## src/sv/ccrd_pkg.sv

```systemverilog
// ccrd_pkg: shared types, byte codes and the CRC-16 byte step for the record deframer.
// No dependencies; imported by ccrd_skid, crc_checked_record_deframer and ccrd_checker.
`default_nettype none

package ccrd_pkg;

  // Framing bytes
  localparam logic [7:0] SYNC_BYTE = 8'h02;
  localparam logic [7:0] TYPE_OBS  = 8'h00;
  localparam logic [7:0] TYPE_EPH  = 8'h01;

  // Reflected CRC-16 polynomial
  localparam logic [15:0] CRC_POLY = 16'h8408;

  // Status codes
  localparam logic [1:0] ST_NORMAL   = 2'd0;
  localparam logic [1:0] ST_BAD_TYPE = 2'd1;
  localparam logic [1:0] ST_OVER_MAX = 2'd2;

  // One result item
  typedef struct packed {
    logic       body_valid;
    logic [7:0] body_byte;
    logic       record_kind;
    logic [5:0] sat_index;
    logic [9:0] byte_offset;
    logic       record_done;
    logic       record_ok;
    logic [6:0] sat_count;
    logic [1:0] status;
  } ccrd_result_t;

  // One byte of the reflected CRC: the low byte is mixed, then eight shifts
  function automatic logic [15:0] crc_byte(input logic [15:0] crc, input logic [7:0] b);
    logic [15:0] c;
    c = {crc[15:8], crc[7:0] ^ b};
    for (int k = 0; k < 8; k++) begin
      if (c[0]) c = (c >> 1) ^ CRC_POLY;
      else      c = c >> 1;
    end
    return c;
  endfunction

endpackage

`default_nettype wire

```

## src/sv/ccrd_skid.sv

```systemverilog
// ccrd_skid: output register plus one skid entry for result items.
// Depends on ccrd_pkg (ccrd_result_t).
`default_nettype none

module ccrd_skid
  import ccrd_pkg::*;
(
  input  wire logic         clk,
  input  wire logic         rst,
  input  wire logic         push,
  input  wire ccrd_result_t push_data,
  output logic              full,
  output logic              out_valid,
  input  wire logic         out_stall,
  output ccrd_result_t      out_data
);

  logic         skid_valid;
  ccrd_result_t skid_data;
  logic         take;

  assign take = out_valid && !out_stall;
  // Upstream holds off only while the skid entry is occupied
  assign full = skid_valid;

  // Control
  always_ff @(posedge clk) begin
    if (rst) begin
      out_valid  <= 1'b0;
      skid_valid <= 1'b0;
    end else if (take) begin
      if (skid_valid) begin
        skid_valid <= 1'b0;
      end else begin
        out_valid <= push;
      end
    end else if (!out_valid) begin
      out_valid <= push;
    end else if (push) begin
      skid_valid <= 1'b1;
    end
  end

  // Payload
  always_ff @(posedge clk) begin
    if (take) begin
      if (skid_valid) out_data <= skid_data;
      else            out_data <= push_data;
    end else if (!out_valid) begin
      out_data <= push_data;
    end else if (push) begin
      skid_data <= push_data;
    end
  end

endmodule

`default_nettype wire

```

## src/sv/crc_checked_record_deframer.sv

```systemverilog
// crc_checked_record_deframer: byte-stream deframer for CRC-16 checked records.
// Depends on ccrd_pkg and ccrd_skid.
//
//   channel  | signals                          | direction
//   ---------+----------------------------------+----------
//   input    | in_valid, in_stall, in_byte      | in, stall out
//   output   | out_valid, out_stall, 9 fields   | out, stall in
//
// One byte per cycle while in_stall is low: each transfer updates the framing state
// and CRC in combinational logic and yields one registered result.
// The result register plus a skid entry let input keep flowing for one
// extra transfer while output stalls; in_stall then rises until the skid
// entry empties.
// Synchronous active-high reset returns the framer to sync hunting.
`default_nettype none

module crc_checked_record_deframer
  import ccrd_pkg::*;
#(
  parameter int OBS_BYTES    = 128,
  parameter int EPH_BYTES    = 128,
  parameter int HEADER_BYTES = 16,
  parameter int MAX_SATS     = 64
) (
  input  wire logic       clk,
  input  wire logic       rst,
  input  wire logic       in_valid,
  output logic            in_stall,
  input  wire logic [7:0] in_byte,
  output logic            out_valid,
  input  wire logic       out_stall,
  output logic            body_valid,
  output logic [7:0]      body_byte,
  output logic            record_kind,
  output logic [5:0]      sat_index,
  output logic [9:0]      byte_offset,
  output logic            record_done,
  output logic            record_ok,
  output logic [6:0]      sat_count,
  output logic [1:0]      status
);

  // Phase codes
  localparam logic [2:0] PH_HUNT  = 3'd0;
  localparam logic [2:0] PH_TYPE  = 3'd1;
  localparam logic [2:0] PH_SIZE  = 3'd2;
  localparam logic [2:0] PH_HEAD  = 3'd3;
  localparam logic [2:0] PH_BODY  = 3'd4;
  localparam logic [2:0] PH_CHECK = 3'd5;
  localparam logic [2:0] PH_TRAIL = 3'd6;

  localparam int FC_MAX = (MAX_SATS > HEADER_BYTES) ? MAX_SATS : HEADER_BYTES;
  localparam int FC_W   = $clog2(FC_MAX + 1);

  logic [2:0]      phase, phase_next;
  logic [FC_W-1:0] field_counter, field_counter_next;
  logic [15:0]     crc_reg, crc_reg_next;
  logic [31:0]     received_check, received_check_next;
  logic [31:0]     count_reg, count_reg_next;
  logic            kind_reg, kind_reg_next;
  logic [5:0]      block_index, block_index_next;
  logic [9:0]      block_offset, block_offset_next;

  logic            accept;
  logic            full;
  ccrd_result_t    res, out_data;
  logic [FC_W-1:0] fc_inc;
  logic [10:0]     off_inc;
  logic [10:0]     blk_len;
  logic [15:0]     crc_step;

  assign accept   = in_valid && !in_stall;
  assign in_stall = full;
  assign fc_inc   = field_counter + 1'b1;
  assign off_inc  = {1'b0, block_offset} + 11'd1;
  assign blk_len  = kind_reg ? 11'(EPH_BYTES) : 11'(OBS_BYTES);
  assign crc_step = crc_byte(crc_reg, in_byte);

  // Next state and result for the byte at the input
  always_comb begin
    phase_next          = phase;
    field_counter_next  = field_counter;
    crc_reg_next        = crc_reg;
    received_check_next = received_check;
    count_reg_next      = count_reg;
    kind_reg_next       = kind_reg;
    block_index_next    = block_index;
    block_offset_next   = block_offset;
    res                 = '0;

    case (phase)
      PH_HUNT: begin
        if (in_byte == SYNC_BYTE) begin
          crc_reg_next = crc_byte(16'h0000, in_byte);
          phase_next   = PH_TYPE;
        end
      end
      PH_TYPE: begin
        if (in_byte == TYPE_OBS || in_byte == TYPE_EPH) begin
          kind_reg_next      = in_byte[0];
          crc_reg_next       = crc_step;
          field_counter_next = '0;
          phase_next         = PH_SIZE;
        end else begin
          res.status = ST_BAD_TYPE;
          // A stray sync byte in the type slot restarts the frame
          if (in_byte == SYNC_BYTE) begin
            crc_reg_next = crc_byte(16'h0000, in_byte);
            phase_next   = PH_TYPE;
          end else begin
            phase_next = PH_HUNT;
          end
        end
      end
      PH_SIZE: begin
        crc_reg_next       = crc_step;
        field_counter_next = fc_inc;
        if (32'(fc_inc) >= 32'd4) begin
          count_reg_next     = '0;
          field_counter_next = '0;
          if (kind_reg) begin
            phase_next        = PH_BODY;
            block_index_next  = '0;
            block_offset_next = '0;
          end else begin
            phase_next = PH_HEAD;
          end
        end
      end
      PH_HEAD: begin
        crc_reg_next = crc_step;
        // Satellite count: little-endian word at header offsets 8..11
        if (32'(field_counter) >= 32'd8 && 32'(field_counter) < 32'd12) begin
          count_reg_next[8*field_counter[1:0] +: 8] = in_byte;
        end
        field_counter_next = fc_inc;
        if (32'(fc_inc) >= 32'(HEADER_BYTES)) begin
          if (count_reg_next > 32'(MAX_SATS)) begin
            res.status = ST_OVER_MAX;
            phase_next = PH_HUNT;
          end else if (count_reg_next == 32'd0) begin
            field_counter_next  = '0;
            received_check_next = '0;
            phase_next          = PH_CHECK;
          end else begin
            field_counter_next = '0;
            block_index_next   = '0;
            block_offset_next  = '0;
            phase_next         = PH_BODY;
          end
        end
      end
      PH_BODY: begin
        crc_reg_next    = crc_step;
        res.body_valid  = 1'b1;
        res.body_byte   = in_byte;
        res.record_kind = kind_reg;
        res.sat_index   = kind_reg ? 6'd0 : block_index;
        res.byte_offset = block_offset;
        if (off_inc >= blk_len) begin
          // End of a satellite block or of the ephemeris body
          block_offset_next  = '0;
          field_counter_next = fc_inc;
          block_index_next   = 6'(fc_inc);
          if (kind_reg || 32'(fc_inc) >= count_reg) begin
            field_counter_next  = '0;
            received_check_next = '0;
            phase_next          = PH_CHECK;
          end
        end else begin
          block_offset_next = off_inc[9:0];
        end
      end
      PH_CHECK: begin
        received_check_next[8*field_counter[1:0] +: 8] = in_byte;
        field_counter_next = fc_inc;
        if (32'(fc_inc) >= 32'd4) phase_next = PH_TRAIL;
      end
      PH_TRAIL: begin
        res.record_done = 1'b1;
        res.record_kind = kind_reg;
        res.record_ok   = (received_check == {16'h0000, crc_reg});
        if (!kind_reg) begin
          res.sat_count = (count_reg > 32'd127) ? 7'd127 : count_reg[6:0];
        end
        phase_next = PH_HUNT;
      end
      default: begin
        phase_next = PH_HUNT;
      end
    endcase
  end

  // State registers advance once per accepted byte
  always_ff @(posedge clk) begin
    if (rst) begin
      phase          <= PH_HUNT;
      field_counter  <= '0;
      crc_reg        <= '0;
      received_check <= '0;
      count_reg      <= '0;
      kind_reg       <= 1'b0;
      block_index    <= '0;
      block_offset   <= '0;
    end else if (accept) begin
      phase          <= phase_next;
      field_counter  <= field_counter_next;
      crc_reg        <= crc_reg_next;
      received_check <= received_check_next;
      count_reg      <= count_reg_next;
      kind_reg       <= kind_reg_next;
      block_index    <= block_index_next;
      block_offset   <= block_offset_next;
    end
  end

  // Result register and skid entry
  ccrd_skid u_skid (
    .clk       (clk),
    .rst       (rst),
    .push      (accept),
    .push_data (res),
    .full      (full),
    .out_valid (out_valid),
    .out_stall (out_stall),
    .out_data  (out_data)
  );

  assign body_valid  = out_data.body_valid;
  assign body_byte   = out_data.body_byte;
  assign record_kind = out_data.record_kind;
  assign sat_index   = out_data.sat_index;
  assign byte_offset = out_data.byte_offset;
  assign record_done = out_data.record_done;
  assign record_ok   = out_data.record_ok;
  assign sat_count   = out_data.sat_count;
  assign status      = out_data.status;

endmodule

`default_nettype wire

```

## config.mk

```make
export PLATFORM = sky130hd
export DESIGN_NAME = crc_checked_record_deframer
export DESIGN_NICKNAME = d
export VERILOG_FILES = /design/src/sv/ccrd_pkg.sv /design/src/sv/ccrd_skid.sv /design/src/sv/crc_checked_record_deframer.sv
export SDC_FILE = /design/constraint.sdc
export NUM_CORES = 1
export LEC_CHECK = 0
export CORE_ASPECT_RATIO = 1.2
export CORE_MARGIN = 8
export CORE_UTILIZATION = 25
export DETAILED_ROUTE_END_ITERATION = 8
export DONT_BUFFER_PORTS = 1
export SLEW_MARGIN = 20
export SYNTH_ARGS = -nofsm -noshare
export SYNTH_HDL_FRONTEND = slang
export SYNTH_SLANG_ARGS = --single-unit
```

## constraint.sdc

```tcl
create_clock -name clk -period 6.1 [get_ports clk]
set_clock_uncertainty 0.2 [all_clocks]
set_input_delay 1.22 -clock clk [delete_from_list [all_inputs] [get_ports clk]]
set_output_delay 1.22 -clock clk [all_outputs]
set_load 0.005 [all_outputs]
```

; Yosys cells after proc, flatten, opt, wreduce, memory -nomap -nowiden
; Cells that the tools add are included.
[totals]
regBits = 183
latchBits = 0
mem_bits_rw = 0
romBits = 0
out_inout_bits = 39
word_cells = 239
memories = 0
[op_classes]
add_sub_neg = 3
mul = 0
n_div = 0
magnitude_cmp = 8
eq_ne = 23
n_shift = 2
n_mux = 122
bitwise_logic = 25
n_reduce_logical = 28
[op_table]
columns = op, n
row1 = 2-to-1 mux 16 bit, 61
row2 = 2-to-1 mux 32 bit, 8
row3 = 2-to-1 mux 37 bit, 3
row4 = one-hot mux 32 bit (3 select lines), 1
row5 = inverter 2 -> 3 bit, 22
row6 = bitwise mux 32 bit, 2
row7 = "> comparator 32 x 7 -> 1 bit, second input constant", 2
row8 = one-hot mux 32 bit (2 select lines), 1
row9 = 2-to-1 mux 10 bit, 6
row10 = 2-to-1 mux 7 bit, 8
row11 = one-hot mux 16 bit (3 select lines), 1
row12 = 2-to-1 mux 6 bit, 6
row13 = one-hot mux 7 bit (5 select lines), 1
row14 = negator 5 -> 34 bit, 1
row15 = "variable shift 8 x 34 -> 32 bit, first input constant", 1
row16 = variable part select 8 x 34 -> 32 bit, 1
row17 = equality test 32 x 16 -> 1 bit, 1
row18 = greater-or-equal comparator 7 x 32 -> 1 bit, 1
row19 = zero test 32 bit, 1
row20 = one-hot mux 10 bit (3 select lines), 1
row21 = AND reduction 7 bit, 4
row22 = "!= test 2 bit, second input constant", 13
row23 = 2-to-1 mux 3 bit, 8
row24 = 2-to-1 mux 9 bit, 2
row25 = 34 further kinds, 55

; Logic depth before layout (Yosys ltp)
; Gate-level depths: netlist (run 1).
[logic_depth]
word_depth = 40
ltp_mapped = 14
mapped_depth_nobuf = 14

; Hierarchy
; From an unflattened synthesis (run 1), not the netlist that was laid out.
[hier_totals]
cells_unflattened = 917
hier_area_um2 = 9136.3
[modules_own_cells]
columns = module, instances, cells_per_inst, area_per_inst_um2
row1 = crc_checked_record_deframer, 1, 791, 6226.0
row2 = ccrd_skid, 1, 126, 2910.3

; Worst setup path before layout (run 1)
; No wires, ideal clock.
[synth_timing]
path_type = input -> register
from = input out_stall
to = register u_skid.skid_data[0] in the netlist's numbering (enable)
t_arrival_ps = 3741
t_required_ps = 5469
setup_slack_ps = 1727
stages = 2
n_path_buf = 0
path_cell_list = nand2_1 -> nor2_1
[synth_between]
elab_chain_cells = 4
[synth_rtl]
columns = element, line
row1 = from (decl), crc_checked_record_deframer.sv:31  ; input wire logic out_stall,
row2 = zero test 1 bit, ccrd_skid.sv:22  ; assign take = out_valid && !out_stall;
row3 = logical AND 1 bit, ccrd_skid.sv:22
row4 = inverter 1 bit (no source line), n/a
row5 = AND reduction 3 bit (no source line), n/a
row6 = to (signal assigned), ccrd_skid.sv:52  ; skid_data <= push_data;
row7 = to (decl), ccrd_skid.sv:19  ; ccrd_result_t skid_data;
; Every way passes these cells.
; A chain may end at the register's enable or synchronous reset.

; Worst setup path in the final report (run 1)
[layout_timing]
from = register field_counter[0]
to = register received_check[13]
[layout_between]
elab_chain_cells = 8
elab_cells_between_ends = 22
classes_between = add/sub (2) / order compare (5) / eq/ne (4) / shift (2) / mux (5) / reduce/logical (4)
[layout_rtl]
columns = element, line
row1 = from (decl), crc_checked_record_deframer.sv:56  ; logic [FC_W-1:0] field_counter, field_counter_next;
row2 = from (signal assigned), crc_checked_record_deframer.sv:207  ; field_counter <= field_counter_next;
row3 = negator 5 -> 34 bit, "crc_checked_record_deframer.sv:134, crc_checked_record_deframer.sv:175"
row4 = variable part select 8 x 34 -> 32 bit / variable shift 8 x 34 -> 32 bit (equally long branches), "crc_checked_record_deframer.sv:134, crc_checked_record_deframer.sv:175"
row5 = bitwise mux 32 bit, crc_checked_record_deframer.sv:134  ; count_reg_next[8*field_counter[1:0] +: 8] = in_byte;
row6 = 2-to-1 mux 32 bit, crc_checked_record_deframer.sv:133  ; if (32'(field_counter) >= 32'd8 && 32'(field_counter) < 32'd12) begin
row7 = 2-to-1 mux 32 bit, crc_checked_record_deframer.sv:91  ; case (phase)
row8 = > comparator 32 x 7 -> 1 bit / zero test 32 bit (equally long branches), "crc_checked_record_deframer.sv:138, crc_checked_record_deframer.sv:141"
row9 = != test 2 bit (no source line), n/a
row10 = AND reduction 7 bit (no source line), n/a
row11 = to (signal assigned), crc_checked_record_deframer.sv:209  ; received_check <= received_check_next;
row12 = to (decl), crc_checked_record_deframer.sv:58  ; logic [31:0] received_check, received_check_next;
; Several ways; a longest one is shown, not always the timed one. The select of a mux whose other input is x is not followed.

==> results of run 1 <==
## logic make-up (layout without fill, tap and decap cells)
logic type               Yosys count  after routing  synth area share (%)
AND/OR/NAND/NOR                  345            345                  20.1
AO/OA/AOI/OAI                    181            181                  14.2
buffers and inverters             77             63                  3.27
adder cells (fa/ha/maj)           13             13                  1.82
multiplexers                      56             56                  6.76
XOR/XNOR                          47             47                  4.60
flip-flops                       183            183                  49.2
## final cells by class
| class | instances | area, sq um | share of cell area [%] |
|---|---|---|---|
| Tap cell | 468 | 586 | 5.87 |
| Inverter | 25 | 93.8 | 0.941 |
| Clock buffer | 18 | 429 | 4.30 |
| Clock inverter | 14 | 149 | 1.49 |
| Sequential cell | 183 | 4400 | 44.1 |
| Timing Repair Buffer | 6 | 57.6 | 0.577 |
| Multi-Input combinational cell | 642 | 4260 | 42.7 |
## routing by layer
layer,share of wire [%],GRT usage (%),up-vias
met1,43,13.0,3351
met2,49,18.4,204
met5,0,0,-
met4,2.7,5.15,0
li1,-,-,3250
met3,5.3,2.84,43
## path summary, 6_finish.rpt
check	to	start	slack [ns]
worst max register to register	received_check[13]$_SDFFE_PP0P_	field_counter[0]$_SDFFE_PP0P_	1.58
worst min register to register	received_check[19]$_SDFFE_PP0P_	received_check[19]$_SDFFE_PP0P_	0.28
worst max-delay path	received_check[13]$_SDFFE_PP0P_	field_counter[0]$_SDFFE_PP0P_	1.58
worst min-delay path	received_check[19]$_SDFFE_PP0P_	received_check[19]$_SDFFE_PP0P_	0.28
## power by group
group          internal, W  switching (W)
combinational    0.0000192      0.0000304
sequential         0.00129     0.00000965
clock             0.000607       0.000488
total              0.00191       0.000528
## worst reg2reg max path: cells and delay by family, from the launching register on
family / cells / cell delay, ns
adders and majority gates: 1 / 0.47
DFF: 1 / 0.62
buffers and inverters: 1 / 0.20
AOI/OAI and AO/OA: 5 / 1.85
and+or+nand+nor: 3 / 1.13
## cell usage after synthesis (24+ instances only)
| cell | count | area [sq um] |
|---|---|---|
| xnor2_1 | 24 | 210 |
| a21oi_1 | 33 | 165 |
| edfxtp_1 | 74 | 2220 |
| mux2_2 | 35 | 394 |
| nand2b_1 | 29 | 181 |
| inv_1 | 24 | 90.1 |
| clkbuf_1 | 43 | 161 |
| nor2_1 | 99 | 372 |
| dfxtp_1 | 109 | 2180 |
| nand2_1 | 62 | 233 |
| nor3_1 | 38 | 190 |
## per-stage QoR
stage	utilization, %	cells	total power (W)	setup slack [ns]
4_1_cts	28.0	1355	0.00247	1.66
2_1_floorplan	-	902	0.00137	1.73
6_report	28.1	1356	0.00244	1.58
3_3_place_gp	26.4	1323	0.00137	1.70
3_5_place_dp	26.4	1323	0.00137	1.67
5_1_grt	28.1	1356	0.00252	1.31
==> reports/qor.yml, run 1 <==
clocking:
  hold_buffers: 0
  clk_latency_ns: 0.45
  cts_buffers: 17
  root_buffer: "clkbuf_16"
  clk_path_buf_depth: 2
  htree_levels: 4
  cts_tree: "done"
  cts.clk_slew.worst_paths_ns: 0.07
  postCtsSetupBuffers: 0
  postCtsResizedCells: 0
  clock-sinks: 183
drt:
  routed_via_density: 5.05
  dr.pass1.iters: 6
  drt_wl_total_um: 23300
  vias: 6848
  antenna_left: 0
  drtIter0Drc: 577
  wl_per_cell_um: 17.2
  drcViolationCount: 0
timing:
  slew_violations: 0
  tns_ns: 0
  final_hold_viol_count: 0
  timing.hold.ws_ns: 0.276
  period_share_pct: 74.2
  tightest_slew_ns: 1.15
  grt_setup_unrepaired: "false"
  fmax_ghz: 0.221
  finalSetupViolCount: 0
  slew_headroom_pct: 22.8
  fin_crit_ns: 4.52
worst_setup_path:
  crit_type: "register to register"
  required_ns: 6.28
  ff2ff_path_depth: 10
  cp_slowest_cell: "dfxtp_1"
  crit_family: "compound AO/OA/AOI/OAI gates"
  path_max_fanout: 15
  worst-path-stages: 10
  arrival_ns: 4.71
  worst_setup_path_start_kind: "register"
  worstPathCellList: "inv_1, ha_1, or3b_2, nor3_2, a22oi_1, a31oi_1, a211o_1, nor2_1, a21oi_1, a22o_1"
  slowest_delay_ns: 0.62
  end_kind: "register"
  crit_buf_inv: 1
synthesis:
  synthesis.nets: 927
  synth_cell_types: 68
  syn_area_sq_um: 8940
  postSynthCellCount: 902
  synth_edf_count: 74
  seq_area_frac_synth_pct: 49.2
  yosys_most_used_dff: "dfxtp_1"
  ys_seq_elements: 183
  syn_area_per_cell_sq_um: 9.92
  postSynth.asyncResetShare_pct: 0
  yosysWarnings: 0
cells_and_area:
  final_cell_mix: "109 x dfxtp_1, 98 x nor2_1, 74 x edfxtp_1"
  nets: 900
  final_common_cell: "dfxtp_1"
  syn2layout_area_growth_pct: 11.6
  layout-drive-gt1-share_pct: 9.68
  n_fill_cell: 3725
  largestRegisters: "u_skid.out_data: 37 flops, u_skid.skid_data: 37 flops"
  diodes: 0
  finalInstanceArea_sq_um: 9980
global_routing:
  grt_pass1_wl_um: 37000
  grt_usage_pct: 11.0
  grt.overflow.total: 0
  grt_pass1_vias: 6657
  grt_start_max_net_pins: 102
  antenna_found_initial: 0
flow_run:
  maxCapViolCount: 0
floorplan:
  top_level_ports: 51
  die_x_um: 189
  fp.coreArea_sq_um: 35600
  die-height_um: 223
  die_area_sq_um: 42100
  start_util_pct: 25.1
  fp-row-count: 76
min_path:
  min_path_cells: 2
  hp-class: "register to register"
power_and_ir_drop:
  p_leak_nw: 3.45
  vdd_drop_max_uv: 149
  power.density_nw_per_um2: 245
placement:
  place_area_sq_um: 9380
  port_buffers: 0
  gp_congestion: 0.911
  post-dp-hpwl_um: 16100
run_status:
  status: "finished, final reports clean"
Note: power is estimated with default switching activity, not from simulation.
==> run 2: changes to the inputs <==
--- a/config.mk
+++ b/config.mk
@@ -5,6 +5,7 @@
 export SDC_FILE = /design/constraint.sdc
 export NUM_CORES = 1
 export LEC_CHECK = 0
+export ABC_AREA = 1
 export CORE_ASPECT_RATIO = 1.2
 export CORE_MARGIN = 8
 export CORE_UTILIZATION = 25
==> constraint.sdc (replaced) <==
create_clock -name clk -period 3.72 [get_ports clk]
set_clock_uncertainty 0.2 [all_clocks]
set_input_delay 0.744 -clock clk [delete_from_list [all_inputs] [get_ports clk]]
set_output_delay 0.744 -clock clk [all_outputs]
set_load 0.005 [all_outputs]
==> reports/qor.yml, run 2 <==
timing:
  final_hold_viol_count: 0  # unchanged
  tightest_slew_ns: 0.758  # was 1.15 ns
  worst_slack_ns: 0.249  # was 1.58 ns
  tns_ns: 0  # unchanged
  fmax_ghz: 0.288  # was 0.221 GHz
  finalSetupViolCount: 0  # unchanged
  slew_violations: 0  # unchanged
  slew_headroom_pct: 49.3  # was 22.8%
  period_share_pct: 93.3  # was 74.2%
  fin_crit_ns: 3.47  # was 4.52 ns
power_and_ir_drop:
  p_leak_nw: 4.19  # was 3.45 nW
  vdd_drop_max_uv: 234  # was 149 uV
  power.density_nw_per_um2: 375  # was 245 nW/um^2
worst_setup_path:
  crit_type: "register to register"  # unchanged
  required_ns: 3.89  # was 6.28 ns
  arrival_ns: 3.64  # was 4.71 ns
  slowest_delay_ns: 0.44  # was 0.62 ns
  end_kind: "register"  # unchanged
  crit_family: "simple AND/OR/NAND/NOR gates"  # was compound AO/OA/AOI/OAI gates
  worstPathCellList: "inv_1, ha_1, buf_4, nand2_1, nor2_1, nand2_1, nand2_1, nor2_1, nand2_1, nor2_1, nand3_1, o22ai_2, buf_4, nand4_1, a21oi_1"  # was inv_1, ha_1, or3b_2, nor3_2, a22oi_1, a31oi_1, a211o_1, nor2_1, a21oi_1, a22o_1
  setup.worst_path.start: "field_counter[0]$_SDFFE_PP0P_"  # unchanged
  r2r-start: "field_counter[0]$_SDFFE_PP0P_"  # unchanged
  crit_buf_inv: 3  # was 1
  ff2ff_path_depth: 15  # was 10
  worst-path-stages: 15  # was 10
  crit_top_cell: "nand2_1"
  worst_setup_path_start_kind: "register"  # unchanged
  path_max_fanout: 20  # was 15
  cp_slowest_cell: "dfxtp_1"  # unchanged
  r2r_slack_ns: 0.25  # was 1.58 ns
cells_and_area:
  diodes: 0  # unchanged
  layout-drive-gt1-share_pct: 6.68  # was 9.68%
  final_common_cell: "nand2_1"  # was dfxtp_1
  n_fill_cell: 3961  # was 3725
  multi_input_area_sq_um: 4540  # was 4260 sq um
  syn2layout_area_growth_pct: 13.3  # was 11.6%
  nets: 1300  # was 900
  final_cell_mix: "380 x nand2_1, 183 x nor2_1, 109 x dfxtp_1"  # was 109 x dfxtp_1, 98 x nor2_1, 74 x edfxtp_1
  seq_area_sq_um: 4400  # unchanged
  largestRegisters: "u_skid.out_data: 37 flops, u_skid.skid_data: 37 flops"  # unchanged
flow_run:
  maxCapViolCount: 0  # unchanged
drt:
  dr.pass1.iters: 5  # was 6
  vias: 8446  # was 6848
  routed_via_density: 4.78  # was 5.05
  antenna_left: 0  # unchanged
  wl_per_cell_um: 14.7  # was 17.2 um
  drt_wl_total_um: 26000  # was 23300 um
  drtIter0Drc: 703  # was 577
  drcViolationCount: 0  # unchanged
synthesis:
  seq_area_frac_synth_pct: 46.5  # was 49.2%
  synth.top_cell.area_share_pct: 23.4  # was 24.8%
  yosys_most_used_dff: "dfxtp_1"  # unchanged
  synthTopCellsByCount: "381 x nand2_1, 187 x nor2_1, 109 x dfxtp_1, 101 x a21oi_1, 99 x inv_1"  # was 109 x dfxtp_1, 99 x nor2_1, 74 x edfxtp_1, 62 x nand2_1, 43 x clkbuf_1
  synth_edf_count: 74  # unchanged
  syn_area_sq_um: 9480  # was 8940 sq um
  synth.most_common_cell: "nand2_1"  # was dfxtp_1
  postSynthCellCount: 1286  # was 902
  syn_area_per_cell_sq_um: 7.37  # was 9.92 sq um
  synth_top_area_cell: "edfxtp_1"  # unchanged
  synth_cell_types: 42  # was 68
  yosysWarnings: 0  # unchanged
  ys_seq_elements: 183  # unchanged
  synthesis.nets: 1311  # was 927
  synthTopCellsByArea: "edfxtp_1 23%, dfxtp_1 23%, nand2_1 15%"  # was edfxtp_1 25%, dfxtp_1 24%, mux2_2 4.4%
  postSynth.asyncResetShare_pct: 0  # unchanged
global_routing:
  grt_pass1_vias: 8039  # was 6657
  grt_pass1_wl_um: 41300  # was 37000 um
  antenna_found_initial: 0  # unchanged
  grt_start_max_net_pins: 64  # was 102
  grt_usage_pct: 11.5  # was 11.0%
  grt.overflow.total: 0  # unchanged
floorplan:
  fp-row-count: 78  # was 76
  die-height_um: 229  # was 223 um
  fp.coreArea_sq_um: 37600  # was 35600 sq um
  start_util_pct: 25.2  # was 25.1%
  die_area_sq_um: 44400  # was 42100 sq um
  top_level_ports: 51  # unchanged
  die_x_um: 194  # was 189 um
min_path:
  hp-class: "primary input to register"  # was register to register
  min_path_cells: 1  # was 2
  hp-start: "rst"  # was received_check[19]$_SDFFE_PP0P_
clocking:
  clk_latency_ns: 0.45  # about the same
  cts.clk_slew.worst_paths_ns: 0.07  # about the same
  root_buffer: "clkbuf_16"  # unchanged
  cts_tree: "done"  # unchanged
  clock-sinks: 183  # unchanged
  clk_path_buf_depth: 2  # unchanged
  htree_levels: 4  # unchanged
  cts_buffers: 17  # unchanged
placement:
  post-dp-hpwl_um: 19200  # was 16100 um
  pre_cts_slack_ns: 0.0790  # was 1.67 ns
  gp_congestion: 0.957  # was 0.911
  port_buffers: 0  # unchanged
run_status:
  status: "finished, final reports clean"  # unchanged
-- run 2: changes by cell type after synthesis, moves of 34 or more --
cell | previous run | this run
mux2_2 | 35 | 1
nand4_1 | 9 | 53
nor2_1 | 99 | 187
nand2_1 | 62 | 381
a21oi_1 | 33 | 101
inv_1 | 24 | 99
-- run 2: kinds of logic (layout without fill, tap and decap cells) --
kind of cell	Yosys count	after routing	synth area share, %
AOI/OAI and AO/OA	188	189	10.8
xor gates and xnor gates	34	34	3.14
adders and majority gates	13	13	1.72
buffers and inverters	160	161	6.53
DFF	183	183	46.5
muxes	1	1	0.119
and+or+nand+nor	707	707	31.2
-- run 2: area by class of cell --
cell class,count,area share (%)
well taps,480,5.59
clock buffers,17,3.96
multi-input cells,944,42.3
flip-flops and latches,183,41.0
clock inverters,15,1.49
inverters,103,3.60
repair buffers,26,2.05
-- run 2: path summary, 6_finish.rpt --
kind	to
max	received_check[10]$_SDFFE_PP0P_
min	received_check[15]$_SDFFE_PP0P_
max reg2reg	received_check[10]$_SDFFE_PP0P_
min reg2reg	count_reg[6]$_SDFFE_PP0P_
-- run 2: repair_timing --
item / in CTS / in global routing
endpoints found under the setup margin: 0 / 48
gates resized for setup: 0 / 10
buffers inserted: 0 / 3
hold buffers: 0 / 0
-- run 2: through the flow --
stage | utilization (%) | power (W) | instances | hold WS, ns | cell area (sq um)
2_1_floorplan | - | 0.00226 | 1286 | 0.239 | 9480
3_3_place_gp | 26.8 | 0.00228 | 1732 | 0.246 | 10100
3_5_place_dp | 26.8 | 0.00228 | 1732 | 0.248 | 10100
4_1_cts | 28.4 | 0.00408 | 1764 | 0.176 | 10700
5_1_grt | 28.6 | 0.00416 | 1768 | 0.183 | 10700
6_report | 28.6 | 0.00403 | 1768 | 0.205 | 10700
-- run 2: routing by layer --
metal  part of all wire [%]  vias up  GRT usage [%]
li1                       -     4231              -
met1                     42     3878           13.1
met2                     48      260           19.5
met3                    6.1       77           2.64
met4                    4.1        0           6.36
met5                      0        -              0
-- run 2: where the power goes --
group / total [W] / internal [W] / switching [W]
logic: 0.000112 / 0.0000376 / 0.0000742
clock network: 0.00179 / 0.000951 / 0.000843
registers: 0.00213 / 0.00211 / 0.0000164
total: 0.00403 / 0.00310 / 0.000934
